--- config.mk ---
export PLATFORM = sky130hd
export DESIGN_NAME = excluded_volume_energy_sum_unit
export DESIGN_NICKNAME = d
export VERILOG_FILES = /design/src/hw/rtl/evs_pkg.sv /design/src/hw/rtl/excluded_volume_energy_sum_unit.sv /design/src/hw/rtl/evs_front.sv /design/src/hw/rtl/evs_mul.sv /design/src/hw/rtl/evs_div.sv /design/src/hw/rtl/evs_back.sv
export SDC_FILE = /design/constraint.sdc
export NUM_CORES = 2
export LEC_CHECK = 0
export BUFFER_PORTS_ARGS = -buffer_cell sky130_fd_sc_hd__buf_4
export CAP_MARGIN = 40
export CORE_ASPECT_RATIO = 1.1
export CORE_UTILIZATION = 37
export CTS_CLUSTER_DIAMETER = 50
export DETAILED_ROUTE_END_ITERATION = 8
export SLEW_MARGIN = 20
export SYNTH_ARGS = -nofsm -noshare
export SYNTH_HDL_FRONTEND = slang
export SYNTH_SLANG_ARGS = --single-unit
--- constraint.sdc ---
create_clock -name clk -period 23.7 [get_ports clk]
set_input_delay 1.185 -clock clk [delete_from_list [all_inputs] [get_ports clk]]
set_output_delay 1.185 -clock clk [all_outputs]
set_load 0.02 [all_outputs]
--- src/hw/rtl/evs_pkg.sv ---
// Shared types and constants of the excluded volume energy sum unit.
// No dependencies; every other file of the block but the defines header uses this package.
`timescale 1ns / 1ps

package evs_pkg;

  localparam int FRAC_BITS_DEF = 16;
  localparam int R2_W          = 24;
  localparam int SIG_W         = 20;
  localparam int ENERGY_W      = 48;
  localparam int COUNT_W       = 32;
  localparam int CFG_W         = 16;
  localparam int CFG_IDX_W     = 2;
  localparam int OP_W          = 48;
  localparam int PROD_W        = 2 * OP_W;
  localparam int HALF_W        = OP_W / 2;
  localparam int SS_W          = 2 * SIG_W;
  localparam int DIV_W         = 40;
  localparam int QUEUE_DEPTH   = 2;

  localparam logic [ENERGY_W-1:0] CAP = {ENERGY_W{1'b1}};

  localparam logic [CFG_W-1:0] LAMBDA_SQ_RST    = 16'd36864;
  localparam logic [CFG_W-1:0] INV_CUT_SQ_RST   = 16'd3544;
  localparam logic [CFG_W-1:0] ENERGY_SCALE_RST = 16'd6554;
  localparam logic [CFG_W-1:0] SLOPE_RST        = 16'd37807;

  typedef enum logic [CFG_IDX_W-1:0] {
    CFG_LAMBDA_SQ    = 2'd0,
    CFG_INV_CUT_SQ   = 2'd1,
    CFG_ENERGY_SCALE = 2'd2,
    CFG_SLOPE        = 2'd3
  } cfg_idx_t;

  typedef struct packed {
    logic [R2_W-1:0]  squared_distance;
    logic [SIG_W-1:0] pair_sigma;
    logic             last_pair;
  } in_word_t;

  typedef struct packed {
    logic [ENERGY_W-1:0] total_energy;
    logic [COUNT_W-1:0]  pair_count;
    logic                saturated;
  } out_word_t;

  typedef struct packed {
    in_word_t word;
    logic     zero_dist;
  } cmd_t;

  typedef struct packed {
    logic [CFG_W-1:0] lambda_squared;
    logic [CFG_W-1:0] inverse_cutoff_squared;
    logic [CFG_W-1:0] energy_scale;
    logic [CFG_W-1:0] slope_factor;
  } cfg_regs_t;

  typedef struct packed {
    logic            start;
    logic [OP_W-1:0] a;
    logic [OP_W-1:0] b;
  } mul_req_t;

  typedef struct packed {
    logic              done;
    logic [PROD_W-1:0] p;
  } mul_rsp_t;

  typedef struct packed {
    logic             start;
    logic [DIV_W-1:0] dividend;
    logic [R2_W-1:0]  divisor;
  } div_req_t;

  typedef struct packed {
    logic             done;
    logic [DIV_W-1:0] quotient;
  } div_rsp_t;

endpackage

--- src/hw/rtl/excluded_volume_energy_sum_unit.sv ---
// The result word of the last pair of a set is ready in the same cycle as its term is
// summed, once the output slot is free. The back end works on one pair at a time, paced
// by the one shared 24 x 24 multiplier (twelve 48 x 48 products) and the divider's one
// quotient bit per cycle; a zero distance skips the divide. Synchronous reset clears
// the sum, count, flag, queues and loads the register defaults.
`timescale 1ns / 1ps

module excluded_volume_energy_sum_unit #(
  parameter int FRAC_BITS = evs_pkg::FRAC_BITS_DEF
) (
  input  logic                            clk,
  input  logic                            rst_n,
  input  logic                            in_push,
  output logic                            in_full,
  input  evs_pkg::in_word_t               in_word,
  output logic                            out_empty,
  input  logic                            out_pop,
  output evs_pkg::out_word_t              out_word,
  input  logic                            cfg_wr_en,
  input  logic [evs_pkg::CFG_IDX_W-1:0]   cfg_index,
  input  logic [evs_pkg::CFG_W-1:0]       cfg_wdata
);

  evs_pkg::cfg_regs_t cfg_r;
  evs_pkg::cmd_t      cmd;
  logic               cmd_valid;
  logic               cmd_pop;
  evs_pkg::mul_req_t  mul_req;
  evs_pkg::mul_rsp_t  mul_rsp;
  evs_pkg::div_req_t  div_req;
  evs_pkg::div_rsp_t  div_rsp;
  logic               out_valid;

  always_ff @(posedge clk) begin
    if (!rst_n) begin
      cfg_r.lambda_squared         <= evs_pkg::LAMBDA_SQ_RST;
      cfg_r.inverse_cutoff_squared <= evs_pkg::INV_CUT_SQ_RST;
      cfg_r.energy_scale           <= evs_pkg::ENERGY_SCALE_RST;
      cfg_r.slope_factor           <= evs_pkg::SLOPE_RST;
    end else if (cfg_wr_en) begin
      unique case (evs_pkg::cfg_idx_t'(cfg_index))
        evs_pkg::CFG_LAMBDA_SQ:    cfg_r.lambda_squared         <= cfg_wdata;
        evs_pkg::CFG_INV_CUT_SQ:   cfg_r.inverse_cutoff_squared <= cfg_wdata;
        evs_pkg::CFG_ENERGY_SCALE: cfg_r.energy_scale           <= cfg_wdata;
        evs_pkg::CFG_SLOPE:        cfg_r.slope_factor           <= cfg_wdata;
        default:                   cfg_r                        <= cfg_r;
      endcase
    end
  end

  evs_front u_front (
    .clk       (clk),
    .rst_n     (rst_n),
    .in_push   (in_push),
    .in_full   (in_full),
    .in_word   (in_word),
    .cmd_valid (cmd_valid),
    .cmd       (cmd),
    .cmd_pop   (cmd_pop)
  );

  evs_mul u_mul (
    .clk   (clk),
    .rst_n (rst_n),
    .req   (mul_req),
    .rsp   (mul_rsp)
  );

  evs_div u_div (
    .clk   (clk),
    .rst_n (rst_n),
    .req   (div_req),
    .rsp   (div_rsp)
  );

  evs_back #(
    .FRAC_BITS (FRAC_BITS)
  ) u_back (
    .clk       (clk),
    .rst_n     (rst_n),
    .cmd_valid (cmd_valid),
    .cmd       (cmd),
    .cmd_pop   (cmd_pop),
    .cfg       (cfg_r),
    .mul_req   (mul_req),
    .mul_rsp   (mul_rsp),
    .div_req   (div_req),
    .div_rsp   (div_rsp),
    .out_pop   (out_pop),
    .out_valid (out_valid),
    .out_word  (out_word)
  );

  assign out_empty = !out_valid;

endmodule

--- src/hw/rtl/evs_front.sv ---
// Front end: accepts input words, flags a zero distance and queues them.
// Depends on evs_pkg.
`timescale 1ns / 1ps

module evs_front (
  input  logic              clk,
  input  logic              rst_n,
  input  logic              in_push,
  output logic              in_full,
  input  evs_pkg::in_word_t in_word,
  output logic              cmd_valid,
  output evs_pkg::cmd_t     cmd,
  input  logic              cmd_pop
);

  localparam int PTR_W = $clog2(evs_pkg::QUEUE_DEPTH);
  localparam int CNT_W = $clog2(evs_pkg::QUEUE_DEPTH + 1);

  evs_pkg::cmd_t    slot_r [evs_pkg::QUEUE_DEPTH];
  logic [PTR_W-1:0] wr_ptr_r;
  logic [PTR_W-1:0] rd_ptr_r;
  logic [CNT_W-1:0] cnt_r;
  logic             push_ok;
  evs_pkg::cmd_t    new_cmd;

  assign in_full   = (cnt_r == CNT_W'(evs_pkg::QUEUE_DEPTH));
  assign push_ok   = in_push && !in_full;
  assign cmd_valid = (cnt_r != '0);
  assign cmd       = slot_r[rd_ptr_r];

  always_comb begin
    new_cmd.word      = in_word;
    new_cmd.zero_dist = (in_word.squared_distance == '0);
  end

  always_ff @(posedge clk) begin
    if (push_ok) begin
      slot_r[wr_ptr_r] <= new_cmd;
    end
  end

  always_ff @(posedge clk) begin
    if (!rst_n) begin
      wr_ptr_r <= '0;
      rd_ptr_r <= '0;
      cnt_r    <= '0;
    end else begin
      if (push_ok) begin
        wr_ptr_r <= wr_ptr_r + 1'b1;
      end
      if (cmd_pop) begin
        rd_ptr_r <= rd_ptr_r + 1'b1;
      end
      cnt_r <= cnt_r + CNT_W'(push_ok) - CNT_W'(cmd_pop);
    end
  end

endmodule

--- src/hw/rtl/evs_mul.sv ---
// Shared 48 x 48 multiplier built from one 24 x 24 partial product per cycle.
// Depends on evs_pkg.
`timescale 1ns / 1ps

module evs_mul (
  input  logic              clk,
  input  logic              rst_n,
  input  evs_pkg::mul_req_t req,
  output evs_pkg::mul_rsp_t rsp
);

  localparam int HW = evs_pkg::HALF_W;
  localparam int PW = evs_pkg::PROD_W;

  logic [evs_pkg::OP_W-1:0] a_r;
  logic [evs_pkg::OP_W-1:0] b_r;
  logic [PW-1:0]            acc_r;
  logic [2*HW-1:0]          pp_r;
  logic [1:0]               sh_r;
  logic [2:0]               step_r;
  logic                     busy_r;
  logic                     done_r;
  logic [HW-1:0]            a_half;
  logic [HW-1:0]            b_half;
  logic [PW-1:0]            pp_shifted;

  assign a_half = step_r[1] ? a_r[2*HW-1:HW] : a_r[HW-1:0];
  assign b_half = step_r[0] ? b_r[2*HW-1:HW] : b_r[HW-1:0];

  always_comb begin
    unique case (sh_r)
      2'd0:    pp_shifted = PW'(pp_r);
      2'd1:    pp_shifted = PW'(pp_r) << HW;
      default: pp_shifted = PW'(pp_r) << (2 * HW);
    endcase
  end

  always_ff @(posedge clk) begin
    if (!rst_n) begin
      busy_r <= 1'b0;
      done_r <= 1'b0;
      step_r <= '0;
    end else begin
      done_r <= 1'b0;
      if (req.start) begin
        a_r    <= req.a;
        b_r    <= req.b;
        acc_r  <= '0;
        step_r <= '0;
        busy_r <= 1'b1;
      end else if (busy_r) begin
        if (step_r != 3'd4) begin
          pp_r <= a_half * b_half;
          sh_r <= 2'(step_r[1]) + 2'(step_r[0]);
        end
        if (step_r != 3'd0) begin
          acc_r <= acc_r + pp_shifted;
        end
        if (step_r == 3'd4) begin
          busy_r <= 1'b0;
          done_r <= 1'b1;
        end else begin
          step_r <= step_r + 3'd1;
        end
      end
    end
  end

  assign rsp.done = done_r;
  assign rsp.p    = acc_r;

endmodule

--- src/hw/rtl/evs_div.sv ---
// Restoring divider that produces one quotient bit per cycle.
// Depends on evs_pkg.
`timescale 1ns / 1ps

module evs_div (
  input  logic              clk,
  input  logic              rst_n,
  input  evs_pkg::div_req_t req,
  output evs_pkg::div_rsp_t rsp
);

  localparam int DW  = evs_pkg::DIV_W;
  localparam int VW  = evs_pkg::R2_W;
  localparam int CTW = $clog2(DW);

  logic [VW-1:0]  rem_r;
  logic [DW-1:0]  quo_r;
  logic [VW-1:0]  dv_r;
  logic [CTW-1:0] cnt_r;
  logic           busy_r;
  logic           done_r;
  logic [VW:0]    rem_sh;
  logic [VW:0]    diff;
  logic           ge;

  assign rem_sh = {rem_r, quo_r[DW-1]};
  assign ge     = (rem_sh >= {1'b0, dv_r});
  assign diff   = rem_sh - {1'b0, dv_r};

  always_ff @(posedge clk) begin
    if (!rst_n) begin
      busy_r <= 1'b0;
      done_r <= 1'b0;
      cnt_r  <= '0;
    end else begin
      done_r <= 1'b0;
      if (req.start) begin
        quo_r  <= req.dividend;
        dv_r   <= req.divisor;
        rem_r  <= '0;
        cnt_r  <= '0;
        busy_r <= 1'b1;
      end else if (busy_r) begin
        rem_r <= ge ? diff[VW-1:0] : rem_sh[VW-1:0];
        quo_r <= {quo_r[DW-2:0], ge};
        if (cnt_r == CTW'(DW - 1)) begin
          busy_r <= 1'b0;
          done_r <= 1'b1;
        end else begin
          cnt_r <= cnt_r + 1'b1;
        end
      end
    end
  end

  assign rsp.done     = done_r;
  assign rsp.quotient = quo_r;

endmodule

--- src/hw/rtl/evs_back.sv ---
// Back end: sequences the pair term over the shared multiplier and divider,
// accumulates the set and holds the result word. Depends on evs_pkg.
`timescale 1ns / 1ps

module evs_back #(
  parameter int FRAC_BITS = evs_pkg::FRAC_BITS_DEF
) (
  input  logic               clk,
  input  logic               rst_n,
  input  logic               cmd_valid,
  input  evs_pkg::cmd_t      cmd,
  output logic               cmd_pop,
  input  evs_pkg::cfg_regs_t cfg,
  output evs_pkg::mul_req_t  mul_req,
  input  evs_pkg::mul_rsp_t  mul_rsp,
  output evs_pkg::div_req_t  div_req,
  input  evs_pkg::div_rsp_t  div_rsp,
  input  logic               out_pop,
  output logic               out_valid,
  output evs_pkg::out_word_t out_word
);

  localparam int EW = evs_pkg::ENERGY_W;
  localparam int OW = evs_pkg::OP_W;
  localparam int FW = evs_pkg::PROD_W + 1;
  localparam int CW = evs_pkg::COUNT_W;

  localparam logic [FW-1:0] RND    = FW'(1) << (FRAC_BITS - 1);
  localparam logic [FW-1:0] SG_RND = FW'(1) << (15 + FRAC_BITS);
  localparam logic [FW-1:0] Q16RND = FW'(1) << 15;

  typedef enum logic [3:0] {
    S_IDLE, S_SS, S_SG, S_A1, S_DIV, S_PX1, S_PX2, S_PX3,
    S_PA1, S_PA2, S_PA3, S_B, S_BR, S_INNER, S_TERM, S_ACC
  } state_t;

  state_t                   state_r;
  evs_pkg::mul_req_t        mul_req_r;
  evs_pkg::div_req_t        div_req_r;
  logic [evs_pkg::R2_W-1:0] r2_r;
  logic                     last_r;
  logic                     zero_r;
  logic                     sat_r;
  logic [evs_pkg::SS_W-1:0] ss_r;
  logic [EW-1:0]            sg2_r;
  logic [EW-1:0]            a1_r;
  logic [EW-1:0]            x_r;
  logic [EW-1:0]            x6_r;
  logic [EW-1:0]            seven_r;
  logic [EW-1:0]            sum1_r;
  logic [EW-1:0]            br2_r;
  logic [EW-1:0]            term_r;
  logic [EW-1:0]            acc_r;
  logic [CW-1:0]            cnt_r;
  logic                     ovf_r;
  logic                     out_valid_r;
  evs_pkg::out_word_t       out_r;

  logic [FW-1:0] q_full;
  logic [FW-1:0] q_shift;
  logic          q_ovf;
  logic [EW-1:0] q_val;
  logic [EW-1:0] sg_val;
  logic [EW-1:0] r16_val;
  logic [EW+2:0] seven_full;
  logic [EW:0]   sum1_full;
  logic [EW:0]   inner_full;
  logic [EW:0]   acc_full;
  logic [EW-1:0] inner_val;
  logic [EW-1:0] acc_val;
  logic [CW-1:0] cnt_val;
  logic          slot_free;

  always_comb begin
    q_full     = {1'b0, mul_rsp.p} + RND;
    q_shift    = q_full >> FRAC_BITS;
    q_ovf      = (q_full[FW-1:64] != '0) || (q_shift[FW-1:EW] != '0);
    q_val      = q_ovf ? evs_pkg::CAP : q_shift[EW-1:0];
    sg_val     = EW'(({1'b0, mul_rsp.p} + SG_RND) >> (16 + FRAC_BITS));
    r16_val    = EW'(({1'b0, mul_rsp.p} + Q16RND) >> 16);
    seven_full = (EW+3)'(q_val) * (EW+3)'(7);
    sum1_full  = {1'b0, x6_r} + {1'b0, seven_r};
    inner_full = {1'b0, sum1_r} + {1'b0, br2_r};
    inner_val  = inner_full[EW] ? evs_pkg::CAP : inner_full[EW-1:0];
    acc_full   = {1'b0, acc_r} + {1'b0, term_r};
    acc_val    = acc_full[EW] ? evs_pkg::CAP : acc_full[EW-1:0];
    cnt_val    = (cnt_r == {CW{1'b1}}) ? cnt_r : cnt_r + 1'b1;
  end

  assign slot_free = !out_valid_r || out_pop;
  assign cmd_pop   = (state_r == S_IDLE) && cmd_valid;

  always_ff @(posedge clk) begin
    if (!rst_n) begin
      state_r         <= S_IDLE;
      mul_req_r.start <= 1'b0;
      div_req_r.start <= 1'b0;
      acc_r           <= '0;
      cnt_r           <= '0;
      ovf_r           <= 1'b0;
      out_valid_r     <= 1'b0;
    end else begin
      mul_req_r.start <= 1'b0;
      div_req_r.start <= 1'b0;
      if (out_pop && out_valid_r) begin
        out_valid_r <= 1'b0;
      end
      unique case (state_r)
        S_IDLE: begin
          if (cmd_valid) begin
            r2_r            <= cmd.word.squared_distance;
            last_r          <= cmd.word.last_pair;
            zero_r          <= cmd.zero_dist;
            sat_r           <= 1'b0;
            mul_req_r.start <= 1'b1;
            mul_req_r.a     <= OW'(cmd.word.pair_sigma);
            mul_req_r.b     <= OW'(cmd.word.pair_sigma);
            state_r         <= S_SS;
          end
        end
        S_SS: begin
          if (mul_rsp.done) begin
            ss_r            <= mul_rsp.p[evs_pkg::SS_W-1:0];
            mul_req_r.start <= 1'b1;
            mul_req_r.a     <= OW'(cfg.lambda_squared);
            mul_req_r.b     <= OW'(mul_rsp.p[evs_pkg::SS_W-1:0]);
            state_r         <= S_SG;
          end
        end
        S_SG: begin
          if (mul_rsp.done) begin
            sg2_r           <= sg_val;
            mul_req_r.start <= 1'b1;
            mul_req_r.a     <= OW'(cfg.inverse_cutoff_squared);
            mul_req_r.b     <= OW'(ss_r);
            state_r         <= S_A1;
          end
        end
        S_A1: begin
          if (mul_rsp.done) begin
            a1_r <= sg_val;
            if (zero_r) begin
              x_r             <= evs_pkg::CAP;
              sat_r           <= 1'b1;
              mul_req_r.start <= 1'b1;
              mul_req_r.a     <= evs_pkg::CAP;
              mul_req_r.b     <= evs_pkg::CAP;
              state_r         <= S_PX1;
            end else begin
              div_req_r.start    <= 1'b1;
              div_req_r.dividend <= evs_pkg::DIV_W'(sg2_r << FRAC_BITS);
              div_req_r.divisor  <= r2_r;
              state_r            <= S_DIV;
            end
          end
        end
        S_DIV: begin
          if (div_rsp.done) begin
            x_r             <= EW'(div_rsp.quotient);
            mul_req_r.start <= 1'b1;
            mul_req_r.a     <= OW'(div_rsp.quotient);
            mul_req_r.b     <= OW'(div_rsp.quotient);
            state_r         <= S_PX1;
          end
        end
        S_PX1: begin
          if (mul_rsp.done) begin
            sat_r           <= sat_r | q_ovf;
            mul_req_r.start <= 1'b1;
            mul_req_r.a     <= q_val;
            mul_req_r.b     <= x_r;
            state_r         <= S_PX2;
          end
        end
        S_PX2: begin
          if (mul_rsp.done) begin
            sat_r           <= sat_r | q_ovf;
            mul_req_r.start <= 1'b1;
            mul_req_r.a     <= q_val;
            mul_req_r.b     <= q_val;
            state_r         <= S_PX3;
          end
        end
        S_PX3: begin
          if (mul_rsp.done) begin
            sat_r           <= sat_r | q_ovf;
            x6_r            <= q_val;
            mul_req_r.start <= 1'b1;
            mul_req_r.a     <= a1_r;
            mul_req_r.b     <= a1_r;
            state_r         <= S_PA1;
          end
        end
        S_PA1: begin
          if (mul_rsp.done) begin
            sat_r           <= sat_r | q_ovf;
            mul_req_r.start <= 1'b1;
            mul_req_r.a     <= q_val;
            mul_req_r.b     <= a1_r;
            state_r         <= S_PA2;
          end
        end
        S_PA2: begin
          if (mul_rsp.done) begin
            sat_r           <= sat_r | q_ovf;
            mul_req_r.start <= 1'b1;
            mul_req_r.a     <= q_val;
            mul_req_r.b     <= q_val;
            state_r         <= S_PA3;
          end
        end
        S_PA3: begin
          if (mul_rsp.done) begin
            sat_r           <= sat_r | q_ovf | (seven_full[EW+2:EW] != '0);
            seven_r         <= (seven_full[EW+2:EW] != '0) ? evs_pkg::CAP
                                                            : seven_full[EW-1:0];
            mul_req_r.start <= 1'b1;
            mul_req_r.a     <= OW'(cfg.slope_factor);
            mul_req_r.b     <= q_val;
            state_r         <= S_B;
          end
        end
        S_B: begin
          if (mul_rsp.done) begin
            sat_r           <= sat_r | sum1_full[EW];
            sum1_r          <= sum1_full[EW] ? evs_pkg::CAP : sum1_full[EW-1:0];
            mul_req_r.start <= 1'b1;
            mul_req_r.a     <= r16_val;
            mul_req_r.b     <= OW'(r2_r);
            state_r         <= S_BR;
          end
        end
        S_BR: begin
          if (mul_rsp.done) begin
            sat_r   <= sat_r | q_ovf;
            br2_r   <= q_val;
            state_r <= S_INNER;
          end
        end
        S_INNER: begin
          sat_r           <= sat_r | inner_full[EW];
          mul_req_r.start <= 1'b1;
          mul_req_r.a     <= OW'(cfg.energy_scale);
          mul_req_r.b     <= inner_val;
          state_r         <= S_TERM;
        end
        S_TERM: begin
          if (mul_rsp.done) begin
            term_r  <= r16_val;
            state_r <= S_ACC;
          end
        end
        S_ACC: begin
          if (!last_r) begin
            acc_r   <= acc_val;
            cnt_r   <= cnt_val;
            ovf_r   <= ovf_r | sat_r | acc_full[EW];
            state_r <= S_IDLE;
          end else if (slot_free) begin
            out_r.total_energy <= acc_val;
            out_r.pair_count   <= cnt_val;
            out_r.saturated    <= ovf_r | sat_r | acc_full[EW];
            out_valid_r        <= 1'b1;
            acc_r              <= '0;
            cnt_r              <= '0;
            ovf_r              <= 1'b0;
            state_r            <= S_IDLE;
          end
        end
        default: begin
          state_r <= S_IDLE;
        end
      endcase
    end
  end

  assign mul_req   = mul_req_r;
  assign div_req   = div_req_r;
  assign out_valid = out_valid_r;
  assign out_word  = out_r;

endmodule

==> reports/metrics.yaml <==
outcome:
  status: "complete, but fails checks"
  failed_checks: "design-rule violations"
clock_tree:
  cts-root-buf: "clkbuf_16"
  cts_buffers: 160
  cts_setup_buffers: 0
  cts_resized: 0
  insertion_delay_ps: 840
  hold_buffers: 0
  ctsHtreeMaxLevel: 4
  tritoncts: "yes"
  cts_sinks: 1237
  path_clk_slew_ps: 60
  cts_buffer_depth: 3
floorplanning:
  num_rows: 185
  die_h_um: 507
  core-area_um2: 231000
  die-area_um2: 234000
  die_w_um: 461
  pin_count: 151
  initial_core_util: 0.372
synth:
  syn_nets: 9373
  ys_ff_latch: 1237
  async_reset_ff_frac: 0
  synth_cells: 8276
  avgSynthCellArea_um2: 10.4
  yosysWarnings: 0
  ys.flop_type: "edfxtp_1"
  synth_top_family_by_area: "adder cells"
  synth_edf_count: 1067
  ys_types: 90
  yosys.area_share.adder: 0.196
  netlist.area_leader.share: 0.373
  synth_xor_area_frac: 0.0484
  muxShareOfSynthArea: 0.0257
  synth_top_area_cell: "edfxtp_1"
  yosys.area_share.simple: 0.144
  synthTopCellsByArea: "edfxtp_1, fa_1, ha_1, nand2_1, dfxtp_1"
  syn_area_um2: 85900
  synth_compound_gate_area_share: 0.126
  yosysSeqAreaShare: 0.413
worst_setup_path:
  cpPeakStageDelay_ps: 780
  worst_r2r_path_depth: 27
  crit_buf_inv: 3
  path_delay_family: "compound AO/OA/AOI/OAI gates"
  critPathLaunch: "u_mul.acc_r[39]"
  start_kind: "flip-flop"
  cp_max_fo: 55
  cp.required_ps: 24270
  arrival_ps: 10970
  cp.depth: 27
  crit_path_end_kind: "flip-flop"
  worstSetupPathType: "reg -> reg"
  worst_path_max_delay_cell: "nor4_1"
  r2r-start: "u_mul.acc_r[39]"
hold_path:
  hold_path_class: "reg -> reg"
  worstHoldPathCells: 0
  worstHoldStart: "u_back.mul_req[44]"
sta:
  hold_viol_final: 0
  whs_ps: 401
  fin_crit_sh: 0.439
  fin_skew_ps: 68.5
  fin_tns_setup_ps: 0
  worstMarginPinSlew_ps: 1110
  rsz0062_at_grt: "no"
  min_period_ps: 10400
  slew_headroom: 0.262
  setup-violations-final: 0
  final_max_slew_viol_count: 0
  fmax_mhz: 96.2
global_routing:
  grt_overflow_total: 0
  grt_pass1_vias: 64588
  grt_max_degree: 76
  grtUsageTotal: 0.256
  grt_pass1_wl_um: 440000
  grt_antenna_before_repair: 41
route:
  wl_um: 302000
  vias_per_cell: 5.67
  drt_iter0_drc: 7043
  drtAntennaViolNets: 0
  drc_errors: 5
  vias: 65813
  dr.pass1.iters: 9
  wl_per_cell_um: 26.0
layout:
  regArea_um2: 35500
  syn2layout_area_growth_pct: 12.7
  drive_gt1_frac: 0.0969
  final_area_um2: 96800
  multi_input_comb_area_um2: 46700
  nNetsFinal: 9475
  fillCellCount: 22050
  final_core_util: 0.419
run:
  cap_violations: 0
placement:
  post-dp-hpwl_um: 238000
  placed_area_um2: 91100
  gp_routability_congestion: 0.995
  io_buffers: 150
-- synth_stat cells, types with 75 or more instances --
library cell,n
o21ai_0,260
a21o_1,224
nand4_1,104
nor3_1,84
mux2i_1,90
xor2_1,193
nand3_1,203
nor2b_1,85
clkbuf_1,316
nand2_1,1019
mux2_2,116
xnor2_1,281
ha_1,504
and2_1,126
edfxtp_1,1067
a22o_1,75
nand2b_1,131
fa_1,525
inv_1,708
nor2_1,633
a21oi_1,406
dfxtp_1,170
-- state kept, by name, summed over array words and instances (netlist names), 49 cells and up, named ones only --
register	flops
cfg_r	64
u_back.mul_req	97
u_back.div_req	49
u_front.slot_r	92
u_mul.acc_r	96
u_back.out_word	81
-- final cells by class --
cell class | count | area share
Antenna cell | 19 | 0.000491
Clock buffer | 194 | 0.0441
Clock inverter | 103 | 0.0133
Inverter | 708 | 0.0275
Multi-Input combinational cell | 5967 | 0.483
Sequential cell | 1237 | 0.366
Tap cell | 3085 | 0.0399
Timing Repair Buffer | 304 | 0.0255
-- layout by cell type (no fill, tap or decap), types with 28 or more instances in the layout --
cell type / n
a32oi_1: 28
and2_1: 120
nand2b_1: 131
nand4_1: 104
clkbuf_16: 162
a221oi_1: 51
nor2b_1: 84
nand2_1: 1019
xor2_1: 184
edfxtp_1: 1067
a211oi_1: 42
o21ai_0: 260
fa_1: 525
or2_2: 42
a222oi_1: 28
a22o_1: 75
o21a_1: 52
nor4_1: 36
o211ai_1: 37
dfxtp_1: 164
nor3_1: 81
a22oi_1: 52
a31oi_1: 42
a21boi_0: 65
mux2_2: 116
o21bai_1: 61
and3_1: 69
mux2i_1: 83
nor2_1: 621
xnor2_1: 268
a21o_1: 224
a21oi_1: 405
nand3_1: 203
ha_1: 504
inv_1: 708
buf_4: 270
-- per-layer routing --
layer / GRT usage / part of all wire
met2: 0.396 / 0.44
met4: 0.122 / 0.052
met3: 0.0496 / 0.086
met1: 0.344 / 0.42
met5: 0 / 0.00064
-- through the flow --
step	std cells	setup slack, ps
global placement	11260	13260
detailed placement	11293	13570
floorplan	8276	6170
global route	11600	12810
finish	11617	13300
CTS	11590	13590
-- worst paths after layout --
check | slack (ps) | endpoint
setup / recovery | 13300 | u_back.seven_r[5]
hold / removal | 400 | u_mul.b_r[44]
setup reg to reg | 13300 | u_back.seven_r[5]
hold reg to reg | 400 | u_mul.b_r[44]
-- logic make-up (layout without fill, tap and decap cells) --
kind of cell | count (synthesis) | after routing
AO/OA/AOI/OAI | 1607 | 1607
XOR/XNOR | 474 | 474
adder cells (fa/ha/maj) | 1029 | 1029
buffers and inverters | 1072 | 1309
flip-flops | 1237 | 1237
multiplexers | 206 | 206
other | 0 | 19
AND/OR/NAND/NOR | 2651 | 2651
-- worst register-to-register path: cells and delay by family (launching register included) --
kind / cells / cell delay, ps
AOI/OAI and AO/OA: 12 / 3620
buffers and inverters: 3 / 1020
xor gates and xnor gates: 2 / 370
DFF: 1 / 640
and+or+nand+nor: 8 / 3590
adders and majority gates: 2 / 920
Power is left out: the tool's default activity adds up to more than one toggle a clock period on the data nets, which glitch-free logic cannot reach.
